`config.mk`:
```
export PLATFORM = sky130hd
export DESIGN_NAME = fuzzy_tag_match_counter
export DESIGN_NICKNAME = d
export VERILOG_FILES = /design/src/sv/ftmc_pkg.sv /design/src/sv/fuzzy_tag_match_counter.sv
export SDC_FILE = /design/constraint.sdc
export NUM_CORES = 2
export LEC_CHECK = 0
export CORE_UTILIZATION = 30
export DETAILED_ROUTE_END_ITERATION = 10
export DONT_BUFFER_PORTS = 1
export PLACE_DENSITY_LB_ADDON = 0.15
export SETUP_SLACK_MARGIN = 0.2
export SLEW_MARGIN = 30
export SYNTH_ARGS = -nofsm -noshare
export SYNTH_HDL_FRONTEND = slang
export SYNTH_SLANG_ARGS = --single-unit
```
`constraint.sdc`:
```
create_clock -name clock -period 17.4 [get_ports clock]
set_clock_uncertainty 0.05 [all_clocks]
set_input_delay 2.61 -clock clock [delete_from_list [all_inputs] [get_ports clock]]
set_output_delay 2.61 -clock clock [all_outputs]
set_load 0.005 [all_outputs]
```
`src/sv/ftmc_pkg.sv`:
```
// ----------------------------------------------------------------------------
// ftmc_pkg
// Shared types, codes and helpers for the fuzzy tag match counter.
// ----------------------------------------------------------------------------
package ftmc_pkg;

   localparam int DEF_TABLE_DEPTH = 16;
   localparam int DEF_COUNT_BITS  = 16;
   localparam int TAG_BITS        = 96;
   localparam int HALF_BITS       = TAG_BITS / 2;

   localparam logic [6:0] THRESHOLD_RESET = 7'd87;

   // op codes
   localparam logic OP_ADD   = 1'b0;
   localparam logic OP_COUNT = 1'b1;

   // result status codes
   localparam logic [1:0] STATUS_OK         = 2'd0;
   localparam logic [1:0] STATUS_NOT_FOUND  = 2'd1;
   localparam logic [1:0] STATUS_TABLE_FULL = 2'd2;

   typedef enum logic [2:0] {
      ST_IDLE,
      ST_SCAN,
      ST_DRAIN,
      ST_FETCH,
      ST_UPDATE
   } state_type;

   typedef struct packed {
      logic        op;
      logic [31:0] tag_header;
      logic [47:0] tag_code;
      logic [15:0] tag_check;
   } req_type;

   typedef struct packed {
      logic [1:0]  status;
      logic [3:0]  entry_index;
      logic [6:0]  best_score;
      logic [15:0] pass_count;
   } rsp_type;

   // population count of a 6-bit slice
   function automatic logic [2:0] ones6(input logic [5:0] v);
      logic [2:0] n;
      n = '0;
      for (int b = 0; b < 6; b++) begin
         n = n + {2'b00, v[b]};
      end
      return n;
   endfunction

   // population count of a 48-bit half tag, eight 6-bit slices
   function automatic logic [5:0] ones48(input logic [47:0] v);
      logic [5:0] n;
      n = '0;
      for (int c = 0; c < 8; c++) begin
         n = n + {3'b000, ones6(v[c*6 +: 6])};
      end
      return n;
   endfunction

endpackage

```
`src/sv/fuzzy_tag_match_counter.sv`:
```
// ----------------------------------------------------------------------------
// fuzzy_tag_match_counter
// Table of 96-bit tags with saturating pass counters and nearest-match lookup.
// ----------------------------------------------------------------------------
// An add beat (op 0) stores the tag in the next free row, if any, with its
// counter at zero and answers in the cycle after acceptance; busy stays low,
// so adds can be issued every cycle. A count beat (op 1) on an empty table
// answers likewise. A count beat on a table of N rows raises busy and walks
// the tag memory one row per cycle through a shared XOR/popcount/compare
// unit; the result strobe follows the scan, drain, fetch and update states,
// busy drops in the same cycle, and the scan length is set by the single tag
// memory read port. Results are shown for exactly one cycle on rsp_strobe and
// cannot be stalled. The user must write match_threshold (reset value 87)
// via csr_wr_en/csr_wr_data only while the block is idle; it is not enforced.
// ----------------------------------------------------------------------------
module fuzzy_tag_match_counter
   import ftmc_pkg::*;
#(
   parameter int TABLE_DEPTH = DEF_TABLE_DEPTH,
   parameter int COUNT_BITS  = DEF_COUNT_BITS
) (
   input  logic       clock,
   input  logic       reset,
   input  logic       start,
   output logic       busy,
   input  req_type    req_data,
   output logic       rsp_strobe,
   output rsp_type    rsp_data,
   input  logic       csr_wr_en,
   input  logic [6:0] csr_wr_data
);

   localparam int IDX_W = (TABLE_DEPTH > 1) ? $clog2(TABLE_DEPTH) : 1;
   localparam int CNT_W = $clog2(TABLE_DEPTH + 1);

   // storage: tag rows and pass counters, no reset (rows read only once written)
   logic [TAG_BITS-1:0]   tag_mem [TABLE_DEPTH];
   logic [COUNT_BITS-1:0] cnt_mem [TABLE_DEPTH];

   state_type state_ff, state_in;

   logic [CNT_W-1:0]    used_ff;
   logic [6:0]          thr_ff;
   logic [TAG_BITS-1:0] key_ff;
   logic [CNT_W-1:0]    scan_ff;

   // scan pipeline: read -> popcount halves -> score compare
   logic                s1_vld_ff;
   logic [IDX_W-1:0]    s1_idx_ff;
   logic [TAG_BITS-1:0] tag_rd_ff;
   logic                s2_vld_ff;
   logic [IDX_W-1:0]    s2_idx_ff;
   logic [5:0]          pop_a_ff;
   logic [5:0]          pop_b_ff;
   logic [6:0]          score;

   logic [6:0]       best_ff;
   logic [IDX_W-1:0] best_idx_ff;

   logic [COUNT_BITS-1:0] cnt_rd_ff;
   logic [COUNT_BITS-1:0] cnt_new;

   logic    rsp_strobe_ff, rsp_strobe_in;
   rsp_type rsp_data_ff, rsp_data_in;

   logic                  accept;
   logic                  table_full;
   logic                  scan_last;
   logic                  found;
   logic                  add_wr;
   logic                  cnt_wr;
   logic [IDX_W-1:0]      cnt_wr_addr;
   logic [COUNT_BITS-1:0] cnt_wr_data;
   logic [31:0]           used_wide;
   logic [31:0]           best_idx_wide;
   logic [31:0]           cnt_wide;

   assign busy       = (state_ff != ST_IDLE);
   assign accept     = start && !busy;
   assign table_full = (used_ff == CNT_W'(TABLE_DEPTH));
   assign scan_last  = ((scan_ff + CNT_W'(1)) == used_ff);
   assign found      = (best_ff >= thr_ff);
   assign cnt_new    = (cnt_rd_ff == '1) ? cnt_rd_ff : cnt_rd_ff + COUNT_BITS'(1);
   assign score      = 7'(TAG_BITS) - ({1'b0, pop_a_ff} + {1'b0, pop_b_ff});

   assign used_wide     = 32'(used_ff);
   assign best_idx_wide = 32'(best_idx_ff);
   assign cnt_wide      = 32'(cnt_new);

   assign rsp_strobe = rsp_strobe_ff;
   assign rsp_data   = rsp_data_ff;

   // ---------------------------------------------------------------------
   // sequencer
   // ---------------------------------------------------------------------
   always_comb begin
      state_in      = state_ff;
      rsp_strobe_in = 1'b0;
      rsp_data_in   = '0;
      add_wr        = 1'b0;
      cnt_wr        = 1'b0;
      cnt_wr_addr   = used_ff[IDX_W-1:0];
      cnt_wr_data   = '0;
      unique case (state_ff)
         ST_IDLE: begin
            if (accept) begin
               if (req_data.op == OP_ADD) begin
                  rsp_strobe_in = 1'b1;
                  if (table_full) begin
                     rsp_data_in.status = STATUS_TABLE_FULL;
                  end else begin
                     add_wr                  = 1'b1;
                     cnt_wr                  = 1'b1;
                     rsp_data_in.status      = STATUS_OK;
                     rsp_data_in.entry_index = used_wide[3:0];
                  end
               end else if (used_ff == '0) begin
                  rsp_strobe_in      = 1'b1;
                  rsp_data_in.status = STATUS_NOT_FOUND;
               end else begin
                  state_in = ST_SCAN;
               end
            end
         end
         ST_SCAN: begin
            if (scan_last) begin
               state_in = ST_DRAIN;
            end
         end
         ST_DRAIN: begin
            // wait for the last row to leave the compare stage
            if (!s1_vld_ff && !s2_vld_ff) begin
               state_in = ST_FETCH;
            end
         end
         ST_FETCH: begin
            state_in = ST_UPDATE;
         end
         ST_UPDATE: begin
            state_in               = ST_IDLE;
            rsp_strobe_in          = 1'b1;
            rsp_data_in.best_score = best_ff;
            if (found) begin
               cnt_wr                  = 1'b1;
               cnt_wr_addr             = best_idx_ff;
               cnt_wr_data             = cnt_new;
               rsp_data_in.status      = STATUS_OK;
               rsp_data_in.entry_index = best_idx_wide[3:0];
               rsp_data_in.pass_count  = cnt_wide[15:0];
            end else begin
               rsp_data_in.status = STATUS_NOT_FOUND;
            end
         end
         default: begin
            state_in = ST_IDLE;
         end
      endcase
   end

   // ---------------------------------------------------------------------
   // control registers
   // ---------------------------------------------------------------------
   always_ff @(posedge clock) begin
      if (reset) begin
         state_ff      <= ST_IDLE;
         used_ff       <= '0;
         thr_ff        <= THRESHOLD_RESET;
         rsp_strobe_ff <= 1'b0;
         s1_vld_ff     <= 1'b0;
         s2_vld_ff     <= 1'b0;
      end else begin
         state_ff      <= state_in;
         rsp_strobe_ff <= rsp_strobe_in;
         s1_vld_ff     <= (state_ff == ST_SCAN);
         s2_vld_ff     <= s1_vld_ff;
         if (add_wr) begin
            used_ff <= used_ff + CNT_W'(1);
         end
         if (csr_wr_en) begin
            thr_ff <= csr_wr_data;
         end
      end
   end

   // ---------------------------------------------------------------------
   // datapath registers
   // ---------------------------------------------------------------------
   always_ff @(posedge clock) begin
      rsp_data_ff <= rsp_data_in;
      if (accept) begin
         key_ff      <= {req_data.tag_header, req_data.tag_code, req_data.tag_check};
         scan_ff     <= '0;
         best_ff     <= '0;
         best_idx_ff <= '0;
      end else begin
         if (state_ff == ST_SCAN) begin
            scan_ff <= scan_ff + CNT_W'(1);
         end
         // strict greater keeps the lowest index on a tie
         if (s2_vld_ff && (score > best_ff)) begin
            best_ff     <= score;
            best_idx_ff <= s2_idx_ff;
         end
      end
      s1_idx_ff <= scan_ff[IDX_W-1:0];
      s2_idx_ff <= s1_idx_ff;
      pop_a_ff  <= ones48(tag_rd_ff[TAG_BITS-1:HALF_BITS] ^ key_ff[TAG_BITS-1:HALF_BITS]);
      pop_b_ff  <= ones48(tag_rd_ff[HALF_BITS-1:0] ^ key_ff[HALF_BITS-1:0]);
   end

   // tag memory: written on add, read once per scan cycle
   always_ff @(posedge clock) begin
      if (add_wr) begin
         tag_mem[used_ff[IDX_W-1:0]] <= {req_data.tag_header, req_data.tag_code,
                                         req_data.tag_check};
      end
      tag_rd_ff <= tag_mem[scan_ff[IDX_W-1:0]];
   end

   // counter memory: cleared on add, read-modify-write on a match
   always_ff @(posedge clock) begin
      if (cnt_wr) begin
         cnt_mem[cnt_wr_addr] <= cnt_wr_data;
      end
      if (state_ff == ST_FETCH) begin
         cnt_rd_ff <= cnt_mem[best_idx_ff];
      end
   end

   // ---------------------------------------------------------------------
   // assertions
   // ---------------------------------------------------------------------
   a_used_bound: assert property (@(posedge clock) disable iff (reset)
      used_ff <= CNT_W'(TABLE_DEPTH))
      else $error("row count beyond table depth");

   a_drained: assert property (@(posedge clock) disable iff (reset)
      state_ff == ST_FETCH |-> !s1_vld_ff && !s2_vld_ff)
      else $error("counter fetch before scan pipeline drained");

   a_match_score: assert property (@(posedge clock) disable iff (reset)
      rsp_strobe && rsp_data.status == STATUS_OK && rsp_data.best_score != 7'd0
      |-> rsp_data.best_score >= thr_ff)
      else $error("match reported below threshold");

   a_miss_clean: assert property (@(posedge clock) disable iff (reset)
      rsp_strobe && rsp_data.status != STATUS_OK
      |-> rsp_data.entry_index == 4'd0 && rsp_data.pass_count == 16'd0)
      else $error("miss carries index or counter");

endmodule
```
==> metrics.yaml <==
clock_network:
  path_clk_slew_ns: 0.06
  insertion_delay_ns: 0.88
  cts-htree-levels: 4
  cts_tree: "yes"
  postCtsSetupBuffers: 0
  cts.root.buffer_cell: "sky130_fd_sc_hd__clkbuf_16"
  cts-buffers-inserted: 226
  ctsHoldBuffers: 0
  cts_max_path_buffers: 3
  post_cts_resized: 0
  cts_sinks: 2083
synth:
  synth.ff_latch_count: 2083
  synth_area_per_cell_sq_um: 22.9
  cell_area_after_synthesis_sq_mm: 0.0796
  ys_types: 60
  ys_seq_area_share_pct: 76.4
  synth_async_sr_flop_share_pct: 0
  synth_top_flop_cell: "sky130_fd_sc_hd__edfxtp_1"
  synthesis.nets: 3714
  syn-instance-count: 3476
  post_synth_edffs: 1904
  yosysWarningCount: 0
route:
  routed-via-count: 34700
  drc: 0
  detail_route.wl_per_cell_um: 27.2
  final_antenna_net_count: 0
  drt_wl_total_mm: 200
  drt-initial-drc-count: 2872
  drt_pass1_iterations: 7
  avg_vias_per_cell: 4.71
setup_path:
  worst-setup-path-type: "in -> reg"
  critPathRequiredTime_ns: 17.84
  timing.critical_path.fanout_max: 39
  endpoint_kind_of_the_worst_setup_timing_path: "flip-flop"
  cp.arrival_ns: 6.31
  timing.critical_path.from_type: "input port"
sta:
  number_of_setup_violations_in_the_final_report: 0
  final-hold-violation-count: 0
  fmaxAchievable_mhz: 170
  fin_crit_ns: 5.87
  setup_repair_after_global_routing_missed_its_margin: "no"
  fin_tns_setup_ns: 0
  transition_time_of_the_tightest_slew_check_pin_ns: 0.975
  layout_worst_path_cycle_share_pct: 33.8
  slew_violations: 0
  max_slew_margin_pct: 34.8
power_and_ir_drop:
  leakage_nw: 28.8
  ir_drop_mv: 0.420
  power.density_cell_area_mw_per_mm2: 153
placement:
  hpwlAfterDp_mm: 115
  gp_congestion: 0.727
  number_of_i_o_port_buffers: 0
layout:
  drive_above_1_share_pct: 27.2
  area.sequential_sq_mm: 0.0608
  num-fill-cells: 24500
  final_nets: 3872
  total_area_of_multi_input_combinational_cells_sq_mm: 0.0180
  synthToLayoutAreaGrowth_pct: 15.8
  layout.cells.most_common: "sky130_fd_sc_hd__edfxtp_1"
  layout_common_cells: "sky130_fd_sc_hd__edfxtp_1, sky130_fd_sc_hd__mux4_2, sky130_fd_sc_hd__clkbuf_16"
  layout.core_utilization_pct: 35.0
die:
  dieArea_sq_mm: 0.267
  initial_core_util_pct: 30.3
  placement_rows: 188
  die_h_um: 517
  die_width_um: 517
  ioPinCount: 139
  fp.coreArea_sq_mm: 0.263
global_route:
  global_route.usage.total_pct: 15.1
  grt_first_pass_wirelength_mm: 286
  grt_max_degree: 126
  gr-total-overflow: 0
  number_of_antenna_violations_at_the_first_check_in_global_routing: 12
  first_global_vias: 37000
worst_hold_path:
  hold_path_class: "reg -> reg"
outcome:
  outcome: "complete, no violations"
job:
  cap_violations: 0
-- metrics by stage --
| stage | cells | setup WS, ns | hold slack [ns] | instance area (sq um) | power, mW |
|---|---|---|---|---|---|
| floorplan | 3476 | 10.73 | 0.260 | 79600 | 8.45 |
| global placement | 6905 | 10.63 | 0.262 | 84100 | 9.45 |
| detailed placement | 6919 | 10.57 | 0.262 | 84400 | 9.42 |
| CTS | 7348 | 11.47 | 0.275 | 92100 | 14.3 |
| global route | 7352 | 11.28 | 0.279 | 92200 | 15.0 |
| finish | 7355 | 11.53 | 0.274 | 92200 | 14.1 |
-- layout make-up --
class	count	share of cell area [%]
antenna	5	0.0136
clock buffer	303	6.70
clock inverter	126	1.60
inverter	119	0.490
multi-input combinational	1126	19.6
sequential	2083	65.9
tap	3515	4.77
timing repair buffer	78	0.896
-- path summary, 6_finish.rpt --
kind / start / to / slack, ns / cells after the start
setup / recovery: start / tag_mem[6][34]$_DFFE_PP_ / 11.53 / 7
hold / removal: s1_idx_ff[3]$_DFF_P_ / s2_idx_ff[3]$_DFF_P_ / 0.27 / 0
setup reg to reg: key_ff[45]$_DFFE_PP_ / pop_b_ff[4]$_DFF_P_ / 11.55 / 20
hold reg to reg: s1_idx_ff[3]$_DFF_P_ / s2_idx_ff[3]$_DFF_P_ / 0.27 / 0
-- sequential cells by signal (all words and copies together) (netlist names), 4 cells and up --
register and cells:
tag_rd_ff 96, s2_idx_ff 4, best_idx_ff 4, cnt_mem 256
key_ff 96, rsp_data 29, thr_ff 7, used_ff 5
pop_a_ff 6, pop_b_ff 6, cnt_rd_ff 16, best_ff 7
tag_mem 1536, scan_ff 5, s1_idx_ff 4
-- critical path: stages --
cell                      delay [ns]
sky130_fd_sc_hd__or4b_4         0.64
sky130_fd_sc_hd__nor2_4         0.27
sky130_fd_sc_hd__nand2_1        0.12
sky130_fd_sc_hd__nor2_1         0.41
sky130_fd_sc_hd__and2_4         0.65
sky130_fd_sc_hd__buf_4          0.67
sky130_fd_sc_hd__buf_4          0.78
-- power by group --
group | leakage [nW] | internal, mW | total, mW | switching, mW
sequential | 19.1 | 5.62 | 5.66 | 0.0456
clock | 3.72 | 2.85 | 4.88 | 2.03
combinational | 5.97 | 1.63 | 3.56 | 1.92
total | 28.8 | 10.1 | 14.1 | 4.00
-- logic make-up after synthesis --
logic type                 share of synthesized area [%]
DFF                                                 76.4
muxes                                               16.0
buffers and inverters                               1.36
and+or+nand+nor                                     1.37
adders and majority gates                           2.79
xor gates and xnor gates                            1.39
AOI/OAI and AO/OA                                  0.758
-- cells in the mapped netlist, drive strengths merged (4+ instances only) --
| library cell | n | share of area (%) |
|---|---|---|
| a21oi | 17 | 0.11 |
| xor2 | 84 | 0.92 |
| o21ai | 24 | 0.15 |
| buf | 55 | 0.36 |
| o211ai | 7 | 0.066 |
| nor3 | 9 | 0.071 |
| mux2i | 10 | 0.13 |
| a21o | 6 | 0.057 |
| nor3b | 4 | 0.038 |
| a31oi | 7 | 0.055 |
| o22ai | 10 | 0.079 |
| a211oi | 7 | 0.066 |
| nor2b | 5 | 0.039 |
| nand4 | 9 | 0.071 |
| dfxtp | 179 | 4.5 |
| fa | 79 | 2.0 |
| ha | 51 | 0.80 |
| nand2b | 7 | 0.064 |
| nand2 | 40 | 0.19 |
| edfxtp | 1904 | 72 |
| nor2 | 62 | 0.30 |
| and2 | 17 | 0.13 |
| and3 | 8 | 0.063 |
| mux4 | 560 | 16 |
| nand3 | 27 | 0.17 |
| inv | 119 | 0.56 |
| clkbuf | 93 | 0.44 |
| xnor2 | 42 | 0.46 |
-- per-layer routing --
layer / vias up / global-route usage (%) / share of wire, %
met5: - / 0 / 0
met4: 0 / 3.09 / 1.6
met3: 234 / 3.09 / 4.7
met2: 665 / 24.9 / 49
met1: 19100 / 20.6 / 45
li1: 14700 / - / -
(Power assumes the default switching activity.)
